$ cat src/hw/rtl/c3cf_pkg.sv
// ----------------------------------------------------------------------------
// c3cf_pkg
// Types and constants shared by the 3x3 convolution filter modules.
// ----------------------------------------------------------------------------
package c3cf_pkg;

  localparam int PIX_W         = 8;
  localparam int DIM_W         = 11;
  localparam int POS_W         = 10;
  localparam int COEF_W        = 16;
  localparam int ROW_W         = 3 * COEF_W;
  localparam int PROD_W        = PIX_W + 1 + COEF_W;
  localparam int ACC_W         = 28;
  localparam int CS_W          = 20;
  localparam int TAPS          = 9;
  localparam int TAP_W         = 4;
  localparam int QDEPTH        = 2;
  localparam int MAX_WIDTH_DEF = 1024;
  localparam int LAPLACE_ADD   = 195;
  localparam int PIX_MAX       = 255;
  localparam int MIN_DIM       = 3;
  localparam int BORDER        = 3;

  typedef enum logic [2:0] {
    REG_COEF_TOP  = 3'd0,
    REG_COEF_MID  = 3'd1,
    REG_COEF_BOT  = 3'd2,
    REG_DIV_SUM   = 3'd3,
    REG_LAPLACE   = 3'd4,
    REG_WIDTH     = 3'd5,
    REG_HEIGHT    = 3'd6
  } reg_idx_t;

  typedef struct packed {
    logic [PIX_W-1:0] pixel;
    logic             frame_start;
  } in_word_t;

  typedef struct packed {
    logic [POS_W-1:0] out_x;
    logic [POS_W-1:0] out_y;
    logic [PIX_W-1:0] out_value;
  } out_word_t;

  typedef struct packed {
    logic [ROW_W-1:0] coef_top;
    logic [ROW_W-1:0] coef_mid;
    logic [ROW_W-1:0] coef_bot;
    logic             div_en;
    logic             lap_en;
    logic [DIM_W-1:0] width;
    logic [DIM_W-1:0] height;
  } cfg_t;

  typedef struct packed {
    logic [TAPS-1:0][PIX_W-1:0] win;
    logic [DIM_W-1:0]           cx;
    logic [DIM_W-1:0]           cy;
    logic                       border;
  } item_t;

endpackage

$ cat src/hw/rtl/c3cf_fifo.sv
// ----------------------------------------------------------------------------
// c3cf_fifo
// Short window queue between the intake and the arithmetic back end.
// ----------------------------------------------------------------------------
module c3cf_fifo
  import c3cf_pkg::*;
(
  input  logic  clk,
  input  logic  rst_n,
  input  logic  wr_en,
  input  item_t wr_item,
  output logic  q_full,
  input  logic  rd_en,
  output logic  q_empty,
  output item_t rd_item
);

  localparam int PW = $clog2(QDEPTH);
  localparam int CW = $clog2(QDEPTH + 1);

  item_t         slot_r [QDEPTH];
  logic [PW-1:0] wp_r, rp_r;
  logic [CW-1:0] cnt_r;

  assign q_full  = (cnt_r == CW'(QDEPTH));
  assign q_empty = (cnt_r == '0);
  assign rd_item = slot_r[rp_r];

  always_ff @(posedge clk) begin
    if (!rst_n) begin
      wp_r  <= '0;
      rp_r  <= '0;
      cnt_r <= '0;
    end else begin
      if (wr_en) begin
        wp_r <= (wp_r == PW'(QDEPTH - 1)) ? '0 : wp_r + PW'(1);
      end
      if (rd_en) begin
        rp_r <= (rp_r == PW'(QDEPTH - 1)) ? '0 : rp_r + PW'(1);
      end
      cnt_r <= cnt_r + CW'(wr_en) - CW'(rd_en);
    end
  end

  always_ff @(posedge clk) begin
    if (wr_en) begin
      slot_r[wp_r] <= wr_item;
    end
  end

endmodule

$ cat config.mk
export PLATFORM = sky130hd
export DESIGN_NAME = c3cf_fifo
export DESIGN_NICKNAME = d
export VERILOG_FILES = /design/src/hw/rtl/c3cf_pkg.sv /design/src/hw/rtl/c3cf_fifo.sv
export SDC_FILE = /design/constraint.sdc
export NUM_CORES = 1
export LEC_CHECK = 0
export BUFFER_PORTS_ARGS = -buffer_cell sky130_fd_sc_hd__buf_2
export CORE_MARGIN = 2
export CORE_UTILIZATION = 50
export CTS_BUF_LIST = sky130_fd_sc_hd__clkbuf_2
export DETAILED_ROUTE_END_ITERATION = 8
export HOLD_SLACK_MARGIN = 0.06
export PLACE_DENSITY_LB_ADDON = 0.25
export SYNTH_ARGS = -nofsm -noshare
export SYNTH_HDL_FRONTEND = slang
export SYNTH_SLANG_ARGS = --single-unit
$ cat constraint.sdc
create_clock -name clk -period 13.9 [get_ports clk]
set_input_delay 2.085 -clock clk [delete_from_list [all_inputs] [get_ports clk]]
set_output_delay 2.085 -clock clk [all_outputs]
set_load 0.01 [all_outputs]
# Yosys cells after proc, flatten, opt, wreduce, memory -nomap -nowiden

Memory sizes are Yosys's and may differ from the RTL's. A register that Yosys moved wholly into a read port is not among the register bits.
Cells that the tools add are included.

Add/sub/neg operators: 4
$mul: 0
Div/mod/pow operators: 0
Magnitude comparators: 0
Equal/unequal tests: 1
Shifts and indexed selects: 0
Mux-type cells: 6
Bitwise operators: 0
Reduce and logical (&&, ||, !) cells: 1

Operators by type and width:

| cell                                  | count |
|---|---|
| two-way mux 1 bit                     | 6 |
| adder 1 bit (second input constant)   | 2 |
| adder 2 x 1 -> 2 bit                  | 1 |
| == test 2 bit (second input constant) | 1 |
| logical NOT 2 bit                     | 1 |
| subtractor 2 x 1 -> 2 bit             | 1 |

Flip-flop bits (word level): 4
Latch bits: 0
Bits in writable memories: 190
Memory bits (read-only): 0
Input bits: 99
Output and inout port bits: 97
Memories kept: 1

Memories:

| name   | depth | bits a word | read ports | clocked after Yosys merged registers in | wr ports | line            | RTL |
|---|---|---|---|---|---|---|---|
| slot_r | 2     | 95          | 1          | 1                                       | 1        | c3cf_fifo.sv:21 | `item_t slot_r [QDEPTH];` |

# Longest topological paths before layout

Depth in word-level cells: 4
Mapped depth: 6
Mapped depth without buffers: 6

# Worst setup path before layout

No wires, ideal clock.

Path kind: input to register
Start point: in wr_en
End point: mem slot_r[0][0] (netlist bit), enable pin
Arrival time: 6.255 ns
Required time: 13.339 ns
Slack: 7.084 ns
Cell stages on the path: 1
Path buffers: 0
Path through: nor2b_1

Cells in the longest elaborated chain, start to end: 2

Ends and longest elaborated chain:

| what                                    | line            | RTL |
|---|---|---|
| from (decl)                             | c3cf_fifo.sv:10 | `input logic wr_en,` |
| two-way mux 1 bit                       | c3cf_fifo.sv:46 | `if (wr_en) begin` |
| two-way mux 1 bit (implied by the code) | c3cf_fifo.sv:47 | `slot_r[wp_r] <= wr_item;` |
| to (decl)                               | c3cf_fifo.sv:21 |  |

Every way passes these cells.

==> reports/qor.yml <==
synthesis:
  syn_nets: 418
  synth_edf_count: 190
  synth_area_leaders: "edfxtp_1 78%, mux2_4 10%, mux2_2 7.0%"
  yosysUniqueCellTypes: 15
  yosysMostFrequentCell: "edfxtp_1"
  yosys_warnings: 0
  synth_top_area_share: 0.783
  ys_ff_latch: 195
  synth.top_cells.by_count: "190 x edfxtp_1, 50 x mux2_4, 45 x mux2_2, 6 x buf_6, 5 x dfxtp_1"
  seq_area_frac_synth: 0.796
  yosysTopAreaCell: "edfxtp_1"
  syn_area_per_cell_sq_um: 23.0
  ys.flop_type: "edfxtp_1"
  synth_cells: 317
  async_flop_share: 0
  netlist_area_sq_um: 7290
sta:
  period_needed_ns: 5.01
  timing.final.crit_share: 0.360
  rsz0062_at_grt: "no"
  setup_violations: 0
  fin_tns_setup_ns: 0
  hold_viol_final: 0
  timing.fmax_ghz: 0.200
  worstMarginPinSlew_ns: 1.13
  relSlewSlack: 0.245
  skew_ns: 0.0133
  drv_slew: 0
final_layout:
  fin_nets: 624
  layout-area-overhead-vs-synth_pct: 19.3
  drive_gt1_frac: 0.609
  design_area_sq_um: 8700
  nFillCells: 1086
min_path:
  holdPathStages: 2
  hold_class: "flip-flop to flip-flop"
pwr:
  seq_power_share: 0.617
  peakVddDrop_uv: 80.4
  p_leak_uw: 0.00337
  pwr-share-comb: 0.124
  p_switching_uw: 249
  p_per_area_nw_per_um2: 129
  clockPowerShare: 0.258
  switching_share: 0.222
  power.internal_uw: 871
route:
  firstDrtPassIters: 4
  vias: 3585
  finalWirelength_mm: 12.2
  antenna_left: 0
  drtIter0Drc: 187
  wire_per_inst_um: 17.0
  viasPerCell: 4.98
  drc: 0
clock_tree:
  clk_pin_slew_ns: 0.23
  cts_sinks: 195
  max-clock-path-buffers: 2
  numCtsBuffers: 17
  clk_latency_ns: 0.72
  cts_resized: 0
  post_cts_buffers: 0
  root_buffer: "clkbuf_2"
  holdBufCountCts: 0
  cts_tree: "built"
  ctsHtreeMaxLevel: 4
worst_setup_path:
  cp.arrival_ns: 2.92
  worst_path_largest_cell_delay_ns: 0.86
  endpoint_kind: "primary output"
  crit_end: "rd_item[84]"
  r2r-start: "wp_r"
  cp_max_fo: 60
  rr_worst_depth: 2
  rr_endpoint: "slot_r[0][45]"
  crit_cells: 3
  ff2ff_setup_slack_ns: 11.48
  cp-start-kind: "flip-flop"
  crit_type: "flip-flop to primary output"
  worst_ep_required_time_ns: 11.81
  slowest_stage: "buf_4"
  crit_chain: "buf_4, mux2_2, buf_2"
  critPathBufInv: 2
  cp_top_family: "buffers and inverters"
global_routing:
  grt_max_degree: 61
  grt_pass1_vias: 3734
  grt_pass1_wl_mm: 18.6
  antenna_found_initial: 1
  overflow: 0
  grtUsageTotal: 0.158
placed_design:
  gp_congestion: 0.704
  placed_cell_area_sq_um: 8430
  hpwl_mm: 8.11
  port_buffers: 195
die:
  ioPinCount: 196
  rows: 44
  die_y_um: 125
  die_area_sq_um: 15600
  core_area_sq_um: 14400
  initial_core_util: 0.507
  die_width_um: 125
flow_run:
  drv_cap: 0
outcome:
  status: "finished clean"
[how the worst min path moves through the flow]
stage | end | startpoint
4_1_cts | flip-flop | rp_r
3_5_place_dp | flip-flop | rp_r
2_1_floorplan | flip-flop | rp_r
3_3_place_gp | flip-flop | rp_r
6_report | flip-flop | rp_r
5_1_grt | flip-flop | rp_r
[power by group through the flow]
stage	logic (uW)	registers, uW	clock network [uW]
after CTS	142	692	301
final	139	691	289
after detailed placement	142	705	0
after floorplan	91.3	701	0
after global routing	150	695	320
after global placement	139	703	0
[registers in the layout, summed over array words and instances (netlist names), named ones only]
register	cells
wp_r	1
slot_r	190
rp_r	1
cnt_r	2
[worst min-delay path: stages, from the launching register on]
cell and delay (ns):
dfxtp_1 0.38, xor2_1 0.07, and2_1 0.14
[final cells by class]
type / instances / area, sq um / area share
multi-input combinational: 109 / 1390 / 0.159
antenna: 1 / 2.50 / 0.000288
tap: 184 / 230 / 0.0265
timing repair buffer: 198 / 998 / 0.115
sequential: 195 / 5810 / 0.668
inverter: 2 / 7.51 / 0.000863
clock buffer: 21 / 105 / 0.0121
clock inverter: 10 / 159 / 0.0183
[layer usage]
layer  global-route usage  routed length (um)  vias up
met5                    0                   0        -
li1                     -                   -     1664
met2                0.252                5790      159
met1                0.193                5070     1746
met3               0.0765                1190       16
met4               0.0482                 167        0
[metrics by stage]
stage | hold slack, ns | setup slack (ns) | util | power, uW | instances
floorplan | 0.555 | 7.08 | - | 792 | 317
global placement | 0.558 | 9.59 | 0.587 | 842 | 688
detailed placement | 0.569 | 9.53 | 0.587 | 847 | 688
CTS | 0.609 | 8.73 | 0.605 | 1140 | 719
global route | 0.619 | 8.62 | 0.605 | 1160 | 719
finish | 0.595 | 8.89 | 0.605 | 1120 | 720
[cells by family after synthesis]
| logic type | Yosys count | share of synthesized area |
|---|---|---|
| xor gates and xnor gates | 2 | 0.00429 |
| and+or+nand+nor | 9 | 0.00738 |
| muxes | 95 | 0.172 |
| adders and majority gates | 2 | 0.00343 |
| DFF | 195 | 0.796 |
| AOI/OAI and AO/OA | 1 | 0.00103 |
| buffers and inverters | 13 | 0.0151 |
[cells in the final DEF (no fill, tap or decap), drive strengths merged]
cell type,count
xor2,1
dfxtp,5
mux2,95
xnor3,1
clkbuf,21
nor2,1
clkinv,2
inv,2
nor2b,4
and2,4
edfxtp,190
diode,1
buf,198
bufinv,4
ha,2
clkinvlp,4
o21a,1
Power figures use the tool's default switching activity.
