[config.mk]
export PLATFORM = sky130hd
export DESIGN_NAME = c3cf_back
export DESIGN_NICKNAME = d
export VERILOG_FILES = /design/src/hw/rtl/c3cf_pkg.sv /design/src/hw/rtl/c3cf_back.sv
export SDC_FILE = /design/constraint.sdc
export NUM_CORES = 1
export LEC_CHECK = 0
export ABC_AREA = 1
export BUFFER_PORTS_ARGS = -buffer_cell sky130_fd_sc_hd__buf_2
export CORE_MARGIN = 2
export CORE_UTILIZATION = 45
export CTS_BUF_LIST = sky130_fd_sc_hd__clkbuf_8
export DETAILED_ROUTE_END_ITERATION = 7
export GPL_ROUTABILITY_DRIVEN = 0
export SLEW_MARGIN = 0
export SYNTH_ARGS = -nofsm -noshare
export SYNTH_HDL_FRONTEND = slang
export SYNTH_SLANG_ARGS = --single-unit
export TNS_END_PERCENT = 10
[constraint.sdc]
create_clock -name clk -period 19.9 [get_ports clk]
set_input_delay 2.985 -clock clk [delete_from_list [all_inputs] [get_ports clk]]
set_output_delay 2.985 -clock clk [all_outputs]
set_load 0.1 [all_outputs]
[src/hw/rtl/c3cf_pkg.sv]
// ----------------------------------------------------------------------------
// c3cf_pkg
// Types and constants shared by the 3x3 convolution filter modules.
// ----------------------------------------------------------------------------
package c3cf_pkg;

  localparam int PIX_W         = 8;
  localparam int DIM_W         = 11;
  localparam int POS_W         = 10;
  localparam int COEF_W        = 16;
  localparam int ROW_W         = 3 * COEF_W;
  localparam int PROD_W        = PIX_W + 1 + COEF_W;
  localparam int ACC_W         = 28;
  localparam int CS_W          = 20;
  localparam int TAPS          = 9;
  localparam int TAP_W         = 4;
  localparam int QDEPTH        = 2;
  localparam int MAX_WIDTH_DEF = 1024;
  localparam int LAPLACE_ADD   = 195;
  localparam int PIX_MAX       = 255;
  localparam int MIN_DIM       = 3;
  localparam int BORDER        = 3;

  typedef enum logic [2:0] {
    REG_COEF_TOP  = 3'd0,
    REG_COEF_MID  = 3'd1,
    REG_COEF_BOT  = 3'd2,
    REG_DIV_SUM   = 3'd3,
    REG_LAPLACE   = 3'd4,
    REG_WIDTH     = 3'd5,
    REG_HEIGHT    = 3'd6
  } reg_idx_t;

  typedef struct packed {
    logic [PIX_W-1:0] pixel;
    logic             frame_start;
  } in_word_t;

  typedef struct packed {
    logic [POS_W-1:0] out_x;
    logic [POS_W-1:0] out_y;
    logic [PIX_W-1:0] out_value;
  } out_word_t;

  typedef struct packed {
    logic [ROW_W-1:0] coef_top;
    logic [ROW_W-1:0] coef_mid;
    logic [ROW_W-1:0] coef_bot;
    logic             div_en;
    logic             lap_en;
    logic [DIM_W-1:0] width;
    logic [DIM_W-1:0] height;
  } cfg_t;

  typedef struct packed {
    logic [TAPS-1:0][PIX_W-1:0] win;
    logic [DIM_W-1:0]           cx;
    logic [DIM_W-1:0]           cy;
    logic                       border;
  } item_t;

endpackage

[src/hw/rtl/c3cf_back.sv]
// ----------------------------------------------------------------------------
// c3cf_back
// Multiply-accumulate over the window, serial divide, offset, clamp, output.
// ----------------------------------------------------------------------------
module c3cf_back
  import c3cf_pkg::*;
(
  input  logic      clk,
  input  logic      rst_n,
  input  cfg_t      cfg,
  input  logic      q_empty,
  input  item_t     q_item,
  output logic      q_pop,
  output logic      out_valid,
  output out_word_t out_word,
  input  logic      pop
);

  typedef enum logic [6:0] {
    B_IDLE = 7'b0000001,
    B_MAC  = 7'b0000010,
    B_CHK  = 7'b0000100,
    B_DIV  = 7'b0001000,
    B_SGN  = 7'b0010000,
    B_FIN  = 7'b0100000,
    B_OUT  = 7'b1000000
  } bstate_t;

  localparam int DC_W = $clog2(ACC_W);

  bstate_t                    state_r;
  item_t                      item_r;
  logic [TAP_W-1:0]           tap_r;
  logic signed [COEF_W-1:0]   coef [TAPS];
  logic signed [PROD_W-1:0]   prod_r;
  logic signed [ACC_W-1:0]    acc_r, val_r;
  logic signed [CS_W-1:0]     csum_r;
  logic [ACC_W-1:0]           dvd_r;
  logic [CS_W-1:0]            dvs_r, rem_r, rem_sh;
  logic [DC_W-1:0]            cnt_r;
  logic                       neg_r, out_valid_r;
  logic [PIX_W-1:0]           res_r;
  logic signed [ACC_W:0]      fin;
  logic [PIX_W-1:0]           fin_pix;
  out_word_t                  out_r;

  always_comb begin
    for (int c = 0; c < 3; c++) begin
      coef[c]   = $signed(cfg.coef_top[c*COEF_W +: COEF_W]);
      coef[3+c] = $signed(cfg.coef_mid[c*COEF_W +: COEF_W]);
      coef[6+c] = $signed(cfg.coef_bot[c*COEF_W +: COEF_W]);
    end
  end

  assign q_pop     = (state_r == B_IDLE) && !q_empty;
  assign out_valid = out_valid_r;
  assign out_word  = out_r;
  assign rem_sh    = {rem_r[CS_W-2:0], dvd_r[ACC_W-1]};

  always_comb begin
    fin = {val_r[ACC_W-1], val_r};
    if (cfg.lap_en) begin
      fin = fin + (ACC_W+1)'(LAPLACE_ADD);
    end
    if (fin < 0) begin
      fin_pix = '0;
    end else if (fin > (ACC_W+1)'(PIX_MAX)) begin
      fin_pix = PIX_W'(PIX_MAX);
    end else begin
      fin_pix = fin[PIX_W-1:0];
    end
  end

  always_ff @(posedge clk) begin
    if (!rst_n) begin
      state_r     <= B_IDLE;
      out_valid_r <= 1'b0;
    end else begin
      if (out_valid_r && pop) begin
        out_valid_r <= 1'b0;
      end
      case (state_r)
        B_IDLE: begin
          if (!q_empty) begin
            state_r <= q_item.border ? B_OUT : B_MAC;
          end
        end
        B_MAC: begin
          if (tap_r == TAP_W'(TAPS)) begin
            state_r <= B_CHK;
          end
        end
        B_CHK: begin
          state_r <= (cfg.div_en && csum_r != '0) ? B_DIV : B_FIN;
        end
        B_DIV: begin
          if (cnt_r == DC_W'(ACC_W - 1)) begin
            state_r <= B_SGN;
          end
        end
        B_SGN: begin
          state_r <= B_FIN;
        end
        B_FIN: begin
          state_r <= B_OUT;
        end
        B_OUT: begin
          if (!out_valid_r) begin
            out_valid_r <= 1'b1;
            state_r     <= B_IDLE;
          end
        end
        default: begin
          state_r <= B_IDLE;
        end
      endcase
    end
  end

  always_ff @(posedge clk) begin
    case (state_r)
      B_IDLE: begin
        item_r <= q_item;
        tap_r  <= '0;
        prod_r <= '0;
        acc_r  <= '0;
        csum_r <= '0;
        res_r  <= '0;
      end
      B_MAC: begin
        acc_r <= acc_r + ACC_W'(prod_r);
        if (tap_r != TAP_W'(TAPS)) begin
          prod_r <= $signed({1'b0, item_r.win[tap_r]}) * coef[tap_r];
          csum_r <= csum_r + CS_W'(coef[tap_r]);
          tap_r  <= tap_r + TAP_W'(1);
        end
      end
      B_CHK: begin
        val_r <= acc_r;
        dvd_r <= acc_r[ACC_W-1] ? ACC_W'(-acc_r) : ACC_W'(acc_r);
        dvs_r <= csum_r[CS_W-1] ? CS_W'(-csum_r) : CS_W'(csum_r);
        neg_r <= acc_r[ACC_W-1] ^ csum_r[CS_W-1];
        rem_r <= '0;
        cnt_r <= '0;
      end
      B_DIV: begin
        // One restoring step per cycle; quotient bits shift in at the bottom.
        if (rem_sh >= dvs_r) begin
          rem_r <= rem_sh - dvs_r;
          dvd_r <= {dvd_r[ACC_W-2:0], 1'b1};
        end else begin
          rem_r <= rem_sh;
          dvd_r <= {dvd_r[ACC_W-2:0], 1'b0};
        end
        cnt_r <= cnt_r + DC_W'(1);
      end
      B_SGN: begin
        val_r <= neg_r ? -$signed(dvd_r) : $signed(dvd_r);
      end
      B_FIN: begin
        res_r <= fin_pix;
      end
      B_OUT: begin
        if (!out_valid_r) begin
          out_r.out_x     <= item_r.cx[POS_W-1:0];
          out_r.out_y     <= item_r.cy[POS_W-1:0];
          out_r.out_value <= res_r;
        end
      end
      default: begin
        res_r <= '0;
      end
    endcase
  end

endmodule

Word level (Yosys, flattened, before mapping)
Cells that the tools add are included.

word-level totals
  register bits after elaboration = 314
  bits in latches = 0
  bits in writable memories = 0
  ROM bits = 0
  logic and storage cells = 108
  memories = 0

cells by class
  $add $sub $neg = 9
  multiply operators = 1
  div/mod/pow operators = 0
  order comparisons = 5
  equal/unequal tests = 15
  shifts and indexed selects = 0
  mux-type cells = 35
  bitwise operators = 3
  reductions and logical operators = 12

operator list
  cell                                                            number
  one-hot mux 28 bit (2 select lines)                             3
  binary-select mux 16 bit (select 4 bit)                         1
  2-to-1 mux 28 bit                                               2
  negator 28 bit                                                  2
  one-hot mux 25 bit (2 select lines)                             1
  one-hot mux 7 bit (7 select lines)                              1
  one-hot mux 20 bit (2 select lines)                             1
  2-to-1 mux 19 bit                                               2
  one-hot mux 19 bit (2 select lines)                             1
  2-to-1 mux 7 bit                                                5
  binary-select mux 8 bit (select 4 bit)                          1
  2-to-1 mux 16 bit                                               2
  adder 28 x 9 -> 29 bit, second input constant                   1
  greater-than comparator 29 x 9 -> 1 bit, second input constant  1
  less-than comparator 29 x 1 -> 1 bit, second input constant     1
  2-to-1 mux 29 bit                                               1
  adder 28 x 25 -> 28 bit                                         1
  multiplier 9 x 16 -> 25 bit                                     1
  2-to-1 mux 25 bit                                               1
  2-to-1 mux 8 bit                                                3
  adder 20 x 16 -> 20 bit                                         1
  >= comparator 20 bit                                            1
  2-to-1 mux 20 bit                                               1
  negator 20 bit                                                  1
  32 further kinds                                                44

Longest topological paths before layout
Gate-level depths: netlist (run 1).

  depth after elaboration = 7
  mapped depth = 31

Worst setup path before layout (run 1)
OpenSTA, ideal clock, no wires.

  path type = reg2out
  from = register state_r[5]
  to = output q_pop
  data arrival time = 7.741 ns
  data required time = 16.915 ns
  slack = 9.174 ns
  stages on the path, launching flop included = 6
  cell sequence = dfxtp_1 nor2_1 nand2_1 nor4_2 inv_1 nor2_1

on the way
  longest elaborated chain between the ends = 2

RTL lines
  what                          line             text
  start: declaration            c3cf_back.sv:31  bstate_t state_r;
  start signal: assignment      c3cf_back.sv:85  state_r <= q_item.border ? B_OUT : B_MAC;
  start signal: assignment      c3cf_back.sv:94  state_r <= (cfg.div_en && csum_r != '0) ? B_DIV : B_FIN;
  equality test 7 x 1 -> 1 bit  c3cf_back.sv:55  assign q_pop = (state_r == B_IDLE) && !q_empty;
  logical AND 1 bit             c3cf_back.sv:55
  end: declaration              c3cf_back.sv:13  output logic q_pop,

No other way between the ends.

Final worst setup path (run 1)
  from = input cfg[151] (netlist bit)
  to = register prod_r[24] (data pin)

on the way
  longest elaborated chain between the ends = 6

RTL lines
  what                                                  line              text
  start: declaration                                    c3cf_back.sv:10   input cfg_t cfg,
  binary-select mux 16 bit (select 4 bit)               c3cf_back.sv:133  prod_r <= $signed({1'b0, item_r.win[tap_r]}) * coef[tap_r];
  2-to-1 mux 16 bit (not written as such) (2 in a row)  c3cf_back.sv:133
  multiplier 9 x 16 -> 25 bit                           c3cf_back.sv:133
  2-to-1 mux 25 bit                                     c3cf_back.sv:132  if (tap_r != TAP_W'(TAPS)) begin
  one-hot mux 25 bit (2 select lines)                   c3cf_back.sv:121  case (state_r)
  end signal: assignment                                c3cf_back.sv:133
  end: declaration                                      c3cf_back.sv:35   logic signed [PROD_W-1:0] prod_r;

No other way between the ends. The select of a mux whose other input is x is not followed.
A chain may end at the register's enable or synchronous reset.

==> summary by stage, run 1 <==
Clocking
After clock tree synthesis, the repair step resized 0 gates. The root buffer selected by CTS is clkbuf_8. The deepest level of the CTS H-tree is 2. Clock tree synthesis inserted a total of 57 buffers.

The clock net in this run drives a total of 314 sinks. The clock input transition at the sequential cells of the worst setup and hold paths is 60 ps. Counting along the longest clock path gives a buffer depth of 3. Post-CTS timing repair inserted 0 buffers for setup. The clock reaches the later pin of the worst-skew pair after 640 ps. The CTS tree is built.

For this design, the CTS-stage hold fixing added 0 buffers.

STA
Measured against its own limit, the worst slew margin works out to 22.16%. Setup violations remaining at the end of the flow were counted as 0. The maximum achievable frequency is 125.3 MHz.

The clock skew after layout is 34.15 ps. The total count of max-transition violations in the final report is 0. Setup repair after global routing left no endpoint under its margin. The final cycle utilization of the critical path is 40.12%.

The transition time at the pin with the least slew margin is 1163 ps. Setup total negative slack on the finished layout was measured at 0 ps. The shortest clock period the worst path allows after layout is 7983 ps. The hold violation total from the final report came to 0.

Floorplanning
Measured along the y axis, the die boundary spans 233.5 µm. 297 I/O pins were placed. After floorplanning, the core was sized to cover 52340 µm².

The floorplan has 84 rows. The area of the die is 54540 µm². The width of the die is 233.5 µm. The initial utilization of the core area, before any placement, comes to 45.30%.

Worst hold path
The worst min-delay path startpoint is item_r[9]$_DFFE_PP_. The min-delay analysis places its worst path in the category reg2reg.

GRT
Global routing finished with a remaining overflow of 0. The wire length of the first global-routing pass is 98410 µm. The number of global-route vias before repair is 19910. The global routing usage summed across all routing layers is 22.40%. The initial antenna violation count is 14. Entering global routing, the biggest net connects 98 pins.

Layout
The net count of the finished layout is 3547. From synthesis to final layout, the design area changed by 13.07%. The fraction of final layout cells with drive strength greater than 1 is 14.50%.

Synth
When the netlist entered floorplanning its net count stood at 3283. Counting flops with an async set or reset pin after synthesis yields a share of 0%. The area of the mapped netlist is 23710 µm². Summed over all instances, the cell type with the most area after synthesis is edfxtp_1. The synthesized design contains 306 enable-type register cells.

Sorting the synthesized cells by how often they occur yields 482 x inv_1, 462 x nand2_1, 306 x edfxtp_1. The part of the Yosys area used for sequential elements is 39.43%. The most frequent cell after synthesis is inv_1. Counting every instance in the synthesized netlist gives 2788. Ranked by total cell area, the synthesized netlist is headed by edfxtp_1 39%, fa_1 8.9%, inv_1 7.6%. The total number of yosys warnings is 0. In the synthesized netlist the dominant register cell turns out to be edfxtp_1. Averaged over all synthesized cells, the footprint is 8.504 µm². The number of register bits inferred by synthesis is 314. Summed over its instances, the top area cell type makes up 38.76% of the synthesized netlist area. The count of different cell masters after synthesis is 61.

Critical path
In this run the critical register-to-register path is launched from tap_r[0]$_SDFFCE_PN0P_. The data arrival time of the critical path is 8460 ps. The launching instance or port of the critical path is cfg[151].

Data on the critical path is required at its endpoint by 20370 ps. The worst setup path is launched from an input port. The worst setup path is captured at a flip-flop. The type of the setup path with the least slack is in2reg. Of all nets on the critical path, the largest fanout is 13.

Outcome
The flow ran to the end, and the final reports show no timing, DRC or antenna violations.

Detailed routing
Summed over all layers, the routed wires come to 60070 µm. Detailed routing inserted a total of 19973 vias. The number of remaining DRC errors is 0. The average detailed-routed wire length per instance is 15.81 µm. The count of nets left with antenna violations once routing finished came out at 0. The DRC marker count from the first detailed-route iteration is 1332.

The via-per-instance ratio is 5.257. The detailed-router iteration count before antenna repair is 5.

Placement
The HPWL after detailed placement is 45860 µm. The count of input and output buffers is 272.

Flow run
The number of maximum-capacitance constraint violations is 0.
-- cell usage in the layout, fill, tap and decap left out, types with 8 or more instances in the layout --
master	synthesis	routed
a21oi_1	200	200
buf_2	27	272
buf_4	7	16
clkbuf_8	0	61
clkinv_1	2	15
dfxtp_1	8	8
diode_2	0	14
edfxtp_1	306	306
fa_1	105	105
ha_1	123	123
inv_1	482	498
nand2_1	462	461
nand2_2	16	17
nand3_1	87	87
nand4_1	26	26
nor2_1	279	278
nor3_1	27	26
nor4_1	8	8
o211ai_1	20	20
o21a_1	15	15
o21ai_0	275	275
o21ai_1	13	13
o21ai_2	25	25
o221ai_1	36	36
o22ai_1	14	14
o31ai_1	11	11
xnor2_1	32	32
xor2_1	51	51
-- final timing paths --
check | to | slack [ps] | cells after the start
setup / recovery | prod_r[24]$_SDFFCE_PN0P_ | 11920 | 20
hold / removal | out_word[16]$_DFFE_PP_ | 410 | 0
setup reg to reg | prod_r[24]$_SDFFCE_PN0P_ | 12280 | 18
hold reg to reg | out_word[16]$_DFFE_PP_ | 410 | 0
-- worst max-delay path, stage by stage --
cell and delay, ps:
buf_2 90, o21ai_0 330, o21ai_0 210, o211ai_2 240, o21ai_4 220, nand2_1 210, inv_1 100, fa_1 540
inv_1 160, fa_1 710, fa_1 490, fa_1 550, inv_1 50, ha_1 360, inv_1 80, nor3_1 280
nand2_1 80, o311ai_0 470, o21ai_0 130, a21oi_1 150
-- layer usage --
| layer | wire length [µm] | part of all wire, % | track usage [%] |
|---|---|---|---|
| met5 | 14 | 0.023 | 0 |
| met4 | 1930 | 3.2 | 8.881 |
| met3 | 3454 | 5.7 | 3.760 |
| met2 | 28590 | 48 | 37.94 |
| met1 | 26090 | 43 | 28.49 |
-- stage by stage --
step	hold slack [ps]	area (µm²)	util (%)	cells	worst slack, ps
after detailed placement	404.5	25680	49.07	3681	11310
after global routing	424.5	26800	51.21	3797	11410
after CTS	417.4	26770	51.15	3785	11980
after global placement	401.1	25680	49.07	3681	11310
final	414.0	26810	51.22	3799	11920
after floorplan	400.3	23710	-	2788	9174
-- sequential cells by signal, summed over array words and instances, names as in the netlist, 4 cells and up --
| register | flops |
|---|---|
| csum_r | 20 |
| acc_r | 28 |
| prod_r | 25 |
| rem_r | 19 |
| res_r | 8 |
| item_r | 92 |
| state_r | 7 |
| dvd_r | 28 |
| dvs_r | 20 |
| tap_r | 4 |
| val_r | 28 |
| cnt_r | 5 |
| out_word | 28 |
-- cell type report --
cell class / instances / area, µm²
Multi-Input combinational cell: 1901 / 12150
Clock inverter: 43 / 251.5
Inverter: 490 / 1842
Tap cell: 688 / 860.8
Antenna cell: 14 / 35.03
Fill cell: 5016 / 25530
Clock buffer: 61 / 839.6
Timing Repair Buffer: 288 / 1481
Sequential cell: 314 / 9349
-- cell families (layout without fill, tap and decap cells) --
group                    after synthesis  after routing  share of synthesized area [%]
AO/OA/AOI/OAI                        642            642                          15.62
XOR/XNOR                              83             83                          3.066
adder cells (fa/ha/maj)              228            228                          15.36
buffers and inverters                573            882                          9.478
flip-flops                           314            314                          39.43
other                                  0             14                              0
AND/OR/NAND/NOR                      948            948                          17.05
Power of run 1 is left out: the tool's default activity adds up to more than one toggle a clock period on the data nets, which glitch-free logic cannot reach.
==> run 2: changes to the inputs <==
--- a/config.mk
+++ b/config.mk
@@ -12,6 +12,7 @@
 export CTS_BUF_LIST = sky130_fd_sc_hd__clkbuf_8
 export DETAILED_ROUTE_END_ITERATION = 7
 export GPL_ROUTABILITY_DRIVEN = 0
+export PLACE_DENSITY = 0.67
 export SLEW_MARGIN = 0
 export SYNTH_ARGS = -nofsm -noshare
 export SYNTH_HDL_FRONTEND = slang
==> constraint.sdc (replaced) <==
create_clock -name clk -period 6.6 [get_ports clk]
set_input_delay 0.99 -clock clk [delete_from_list [all_inputs] [get_ports clk]]
set_output_delay 0.99 -clock clk [all_outputs]
set_load 0.1 [all_outputs]
==> summary by stage, run 2 (synthesized netlist as in run 1, its figures left out) <==
Layout
The layout overhead on the synthesized area is 13.09% (about the same). The final net count is 3553 (+0.17%). The final cell area excluding filler cells is 26810 µm² (about the same).

The number of flip-flops under the largest register name is 92 (unchanged). In the layout the commonest cells are 503 x inv_1, 461 x nand2_1, 306 x edfxtp_1, 278 x nor2_1, 275 x o21ai_0. The filler cell count in the final layout is 4877 (-2.8%).

More flip-flops sit in one register than any other, and that register is item_r. The post-layout utilization of the core was 51.23% (about the same). The post-layout instance count excluding filler cells is 3791 (-0.21%).

The fraction of final layout cells with drive strength greater than 1 is 14.59% (+0.092 points). The leading cell type in the layout, fill and taps excluded is inv_1.

STA
The final cycle utilization of the critical path is 93.59%. The total count of max-transition violations in the final report is 0 (unchanged). The total negative slack for setup checks is 0 ps (unchanged). The relative slew slack is 22.57% (+0.41 points).

The clock skew after layout is 38.70 ps (+4.548 ps). The transition time at the pin with the least slew margin is 1157 ps (-6.138 ps). The hold violation total from the final report was 0 (unchanged).

The maximum achievable frequency is 161.9 MHz. The final setup violation count is 0 (unchanged). The routed design could run at a clock period as short as 6177 ps. Setup repair after global routing left no endpoint under its margin.

Detailed routing
The via-per-instance ratio is 5.313 (+1.1%). The number of remaining DRC errors came to 0 (unchanged). The DRC marker count from the first detailed-route iteration is 1233 (-7.4%). The via count of the routed design was 20142 (+0.85%). The count of antenna-violating nets left after detailed routing is 0 (unchanged). The total wire length after detailed routing is 58510 µm (-2.6%).

The average detailed-routed wire length per instance is 15.43 µm (-2.4%). The detailed-router iteration count before antenna repair is 5 (unchanged).

Critical path
The setup path with the least slack is of type reg2reg. The largest incremental delay on the critical path is 630 ps (-80 ps). The largest fanout of any net on the critical path is 16 (+3). The signal on the critical path passes through nor2_1 > nand3_2 > buf_4 > o21ai_2 > nand2_1 > fa_1 > fa_1 > inv_1 > fa_1 > inv_1 > fa_1 > inv_1 > ha_1 > nand2_1 > inv_1 > a21oi_1 > o21ai_1 > a21oi_1 > o21bai_1 > nand2_1 > nand2_1 > nand2_1 > nand2_1 > nor2_1. STA classifies the critical path startpoint as a flip-flop. By instance count, the cell type seen most on the critical path is nand2_1. The worst register-to-register path begins at tap_r[2]$_SDFFCE_PN0P_. The slowest stage of the critical path belongs to the cell o21ai_2.

The required time reported for the critical path endpoint is 6990 ps (-13380 ps). The worst path buffer plus inverter count is 5 (unchanged). The launching instance or port of the critical path is tap_r[2]$_SDFFCE_PN0P_.

The data arrival time of the critical path came to 6570 ps (-1890 ps). The worst setup path is captured at a flip-flop. The kind of cell adding the most delay to the critical path is adder cells.

Clocking
The deepest level of the CTS H-tree is 2 (unchanged). The clock latency at the later pin of the worst-skew pair is 650 ps (about the same). The root buffer selected by CTS is clkbuf_8. The number of hold buffers added after cts came to 0 (unchanged). The maximum clock insertion buffer count is 3 (unchanged). The CTS tree is built. The clock input transition at the sequential cells of the worst setup and hold paths is 80 ps (+20 ps). The number of buffers created by CTS is 54 (-5.3%). The clock sink total was 314 (unchanged).

Placement
The number of placed instances, taps included is 3690 (+0.24%). The HPWL after detailed placement is 44950 µm (-2.0%). The placement-stage cell area is 25770 µm² (+0.36%). The count of input and output buffers is 272 (unchanged).

Worst hold path
The worst hold path belongs to the class reg2reg. The worst min-delay path startpoint is item_r[14]$_DFFE_PP_.

Flow run
The number of maximum-capacitance constraint violations was 0 (unchanged).

GRT
The aggregate global routing overflow came to 0 (unchanged). The wire length of the first global-routing pass was 97090 µm (-1.3%). The initial antenna violation count is 4 (-10). The global routing usage summed across all routing layers is 21.85% (-0.55 points). The number of global-route vias before repair was 20340 (+2.2%).

The maximum number of pins on one net before global-route repair was 97 (-1.0%).

Floorplanning
The floorplan core area came to 52340 µm² (unchanged). The area of the die is 54540 µm² (unchanged). The number of placed I/O pins is 297 (unchanged). The cell row count was 84 (unchanged). The die extent in y is 233.5 µm (unchanged). The initial cell density of the core is 45.30% (unchanged).

The width of the die is 233.5 µm (unchanged).

Outcome
The flow ran to the end, and the final reports show no timing, DRC or antenna violations.
==> run 2: layout make-up <==
type,instances,area (µm²),share of cell area [%]
Antenna cell,5,12.51,0.04667
Timing Repair Buffer,297,1585,5.913
Inverter,490,1842,6.869
Sequential cell,314,9349,34.87
Tap cell,688,860.8,3.211
Clock inverter,42,251.5,0.9380
Clock buffer,54,743.2,2.772
Multi-Input combinational cell,1901,12170,45.38
==> run 2: final timing paths <==
kind,endpoint,slack (ps),depth (start not counted)
worst max register to register,prod_r[21]$_SDFFCE_PN0P_,420,24
worst min register to register,out_word[20]$_DFFE_PP_,410,0
worst max-delay path,prod_r[21]$_SDFFCE_PN0P_,420,24
worst min-delay path,out_word[20]$_DFFE_PP_,410,0
==> run 2: layer usage <==
layer / global-route usage (%) / share of wire, % / routed length, µm
met4: 7.654 / 2.8 / 1641
met5: 0 / 0 / 0
met3: 3.003 / 5.4 / 3185
met1: 27.41 / 43 / 25260
met2: 38.43 / 49 / 28430
==> run 2: per-stage QoR <==
stage | setup WS (ps) | hold WS (ps)
final | 423.0 | 414.7
after global routing | 0.4112 | 419.9
after CTS | 363.8 | 417.3
after detailed placement | 281.6 | 404.5
after global placement | 342.4 | 400.5
after floorplan | 293.4 | 400.3
==> run 2: timing repair <==
action                                  in CTS  in global routing
resized for setup                            0                  6
setup buffers                                0                  0
endpoints found under the setup margin       0                  3
Power of run 2 is left out for the same reason.
==> run 3: changes to the inputs <==
--- a/config.mk
+++ b/config.mk
@@ -13,6 +13,7 @@
 export DETAILED_ROUTE_END_ITERATION = 7
 export GPL_ROUTABILITY_DRIVEN = 0
 export PLACE_DENSITY = 0.67
+export RECOVER_POWER = 50
 export SLEW_MARGIN = 0
 export SYNTH_ARGS = -nofsm -noshare
 export SYNTH_HDL_FRONTEND = slang
==> summary by stage, run 3 (synthesized netlist as in run 1, its figures left out) <==
GRT
The aggregate global routing overflow is 0 (unchanged). The number of global-route vias before repair is 20340 (unchanged). The global routing usage summed across all routing layers was 21.85% (unchanged). The maximum number of pins on one net before global-route repair is 97 (unchanged). The initial antenna violation count was 4 (unchanged). The wire length of the first global-routing pass was 97090 µm (unchanged).

Critical path
The slack of the worst reg-to-reg path is 420 ps (about the same). The worst reg2reg path startpoint is tap_r[2]$_SDFFCE_PN0P_. The required time reported for the critical path endpoint is 6990 ps (about the same). The critical path is of the reg2reg type. The worst setup path is captured at a flip-flop. The largest fanout of any net on the critical path is 16 (unchanged). The data arrival time of the critical path is 6570 ps (about the same). The critical path startpoint category is a flip-flop. The number of cell instances on the worst register-to-register path is 24 (unchanged). The endpoint of the worst-slack reg-to-reg timing path is prod_r[21]$_SDFFCE_PN0P_.

Floorplanning
The area of the die is 54540 µm² (unchanged). The number of placed I/O pins is 297 (unchanged). The die extent in y is 233.5 µm (unchanged). The initial cell density of the core is 45.30% (unchanged). The floorplan core area is 52340 µm² (unchanged).

The width of the die is 233.5 µm (unchanged). The cell row count is 84 (unchanged).

Worst hold path
The end point of the most critical hold path is out_word[20]$_DFFE_PP_. The number of cells on the worst hold path is 0 (unchanged). The worst min-delay path startpoint is item_r[14]$_DFFE_PP_. The min-delay analysis places its worst path in the category reg2reg.

STA
The final cycle utilization of the critical path is 93.61% (about the same). The hold violation total from the final report was 0 (unchanged). The relative slew slack is -150.1% (-170 points).

The final setup violation count is 0 (unchanged). The shortest clock period the worst path allows after layout is 6178 ps (+1.263 ps). The total negative slack for setup checks is 0 ps (unchanged). Setup repair after global routing left no endpoint under its margin. The maximum achievable frequency is 161.9 MHz (about the same).

The total count of max-transition violations in the final report is 140 (+140). The clock skew after layout is 40.46 ps (+1.760 ps). The transition time at the pin with the least slew margin is 3752 ps (+2594 ps).

Layout
In the layout the commonest cells are 505 x inv_1, 461 x nand2_1, 306 x edfxtp_1, 281 x o21ai_0, 279 x nor2_1. The multi-input logic area came to 12100 µm² (-0.53%). The post-layout utilization of the core is 50.98% (-0.25 points). The area growth from synthesis to layout is 12.54%. The number of flip-flops under the largest register name is 92 (unchanged).

The fraction of final layout cells with drive strength greater than 1 is 13.01% (-1.6 points). The final net count is 3553 (unchanged). The post-layout instance count excluding filler cells is 3791 (unchanged). The register with the most flip-flops is item_r.

The area used by sequential logic in the layout came to 9349 µm² (unchanged). The filler cell count in the final layout was 4918 (+0.84%). The leading cell type in the layout, fill and taps excluded is inv_1.

Clocking
The number of buffers created by CTS is 54 (unchanged). The maximum clock insertion buffer count is 3 (unchanged). The clock sink total is 314 (unchanged). The clock input transition at the sequential cells of the worst setup and hold paths is 80 ps (about the same). The clock latency at the later pin of the worst-skew pair is 650 ps (about the same). The root buffer selected by CTS is clkbuf_8. The deepest level of the CTS H-tree is 2 (unchanged). The buffer count from post-CTS setup fixing is 0 (unchanged).

The CTS tree is built.

Detailed routing
The average detailed-routed wire length per instance came to 15.44 µm (about the same). The via-per-instance ratio is 5.315 (about the same). The number of remaining DRC errors is 0 (unchanged). The total wire length after detailed routing is 58530 µm (about the same).

The via count of the routed design is 20151 (+0.045%). The DRC marker count from the first detailed-route iteration came to 1200 (-2.7%). The detailed-router iteration count before antenna repair is 5 (unchanged). The count of antenna-violating nets left after detailed routing is 0 (unchanged).

Outcome
The flow ran to the end, but the final reports show violations. The final reports fail on max-capacitance violations, max-slew violations.

Placement
The number of placed instances, taps included came to 3690 (unchanged). The count of input and output buffers was 272 (unchanged). The HPWL after detailed placement is 44950 µm (unchanged).

Flow run
The number of maximum-capacitance constraint violations is 2 (+2).
run 3: worst max-delay path, cell delays in order, from the launching register on:
cell      delay [ps]
edfxtp_1         400
nor2_1           200
nand3_2          310
buf_4            310
o21ai_2          620
nand2_1          190
fa_1             540
fa_1             500
inv_1             60
fa_1             530
inv_1             50
fa_1             520
inv_1             40
ha_1             340
nand2_1           90
inv_1             60
a21oi_1           90
o21ai_1          280
a21oi_1          160
o21bai_1         270
nand2_1           90
nand2_1           90
nand2_1           50
nand2_1           50
nor2_1            60
run 3: repair_timing:
action                                  in CTS  in global routing
hold buffers                                 0                  0
endpoints found under the hold margin        0                  0
endpoints found under the setup margin       0                  3
gates resized for setup                      0                  6
run 3: how the worst max path moves through the flow:
stage / startpoint / endpoint / slack (ps) / depth (start not counted)
finish: tap_r[2]$_SDFFCE_PN0P_ / prod_r[21]$_SDFFCE_PN0P_ / 420 / 24
global route: tap_r[0]$_SDFFCE_PN0P_ / prod_r[24]$_SDFFCE_PN0P_ / 0.8 / 21
CTS: tap_r[0]$_SDFFCE_PN0P_ / prod_r[24]$_SDFFCE_PN0P_ / 360 / 20
detailed placement: cfg[135] / prod_r[24]$_SDFFCE_PN0P_ / 280 / 22
global placement: cfg[135] / prod_r[24]$_SDFFCE_PN0P_ / 340 / 22
floorplan: state_r[5]$_SDFFE_PN0P_ / q_pop / 290 / 5
run 3: metrics by stage:
step           setup WS [ps]  hold WS, ps  area, µm²
2_1_floorplan          293.4        400.3      23720
3_3_place_gp           342.4        400.5      25770
3_5_place_dp           281.6        404.5      25770
4_1_cts                363.8        417.3      26770
5_1_grt               0.8273        419.9      26680
6_report               421.8        414.0      26680
run 3: metal layers:
metal	track usage, %	part of all wire [%]	wire (µm)
met2	38.43	49	28510
met5	0	0	0
met3	3.003	5.8	3389
met4	7.654	2.8	1615
met1	27.41	43	25020
run 3: final cells by class:
class,count,share of cell area (%)
clock buffers,54,2.785
diodes,5,0.04689
flip-flops and latches,314,35.04
clock inverters,42,0.9425
multi-input cells,1901,45.36
well taps,688,3.226
repair buffers,297,5.702
inverters,490,6.902
Power of run 3 is left out for the same reason.
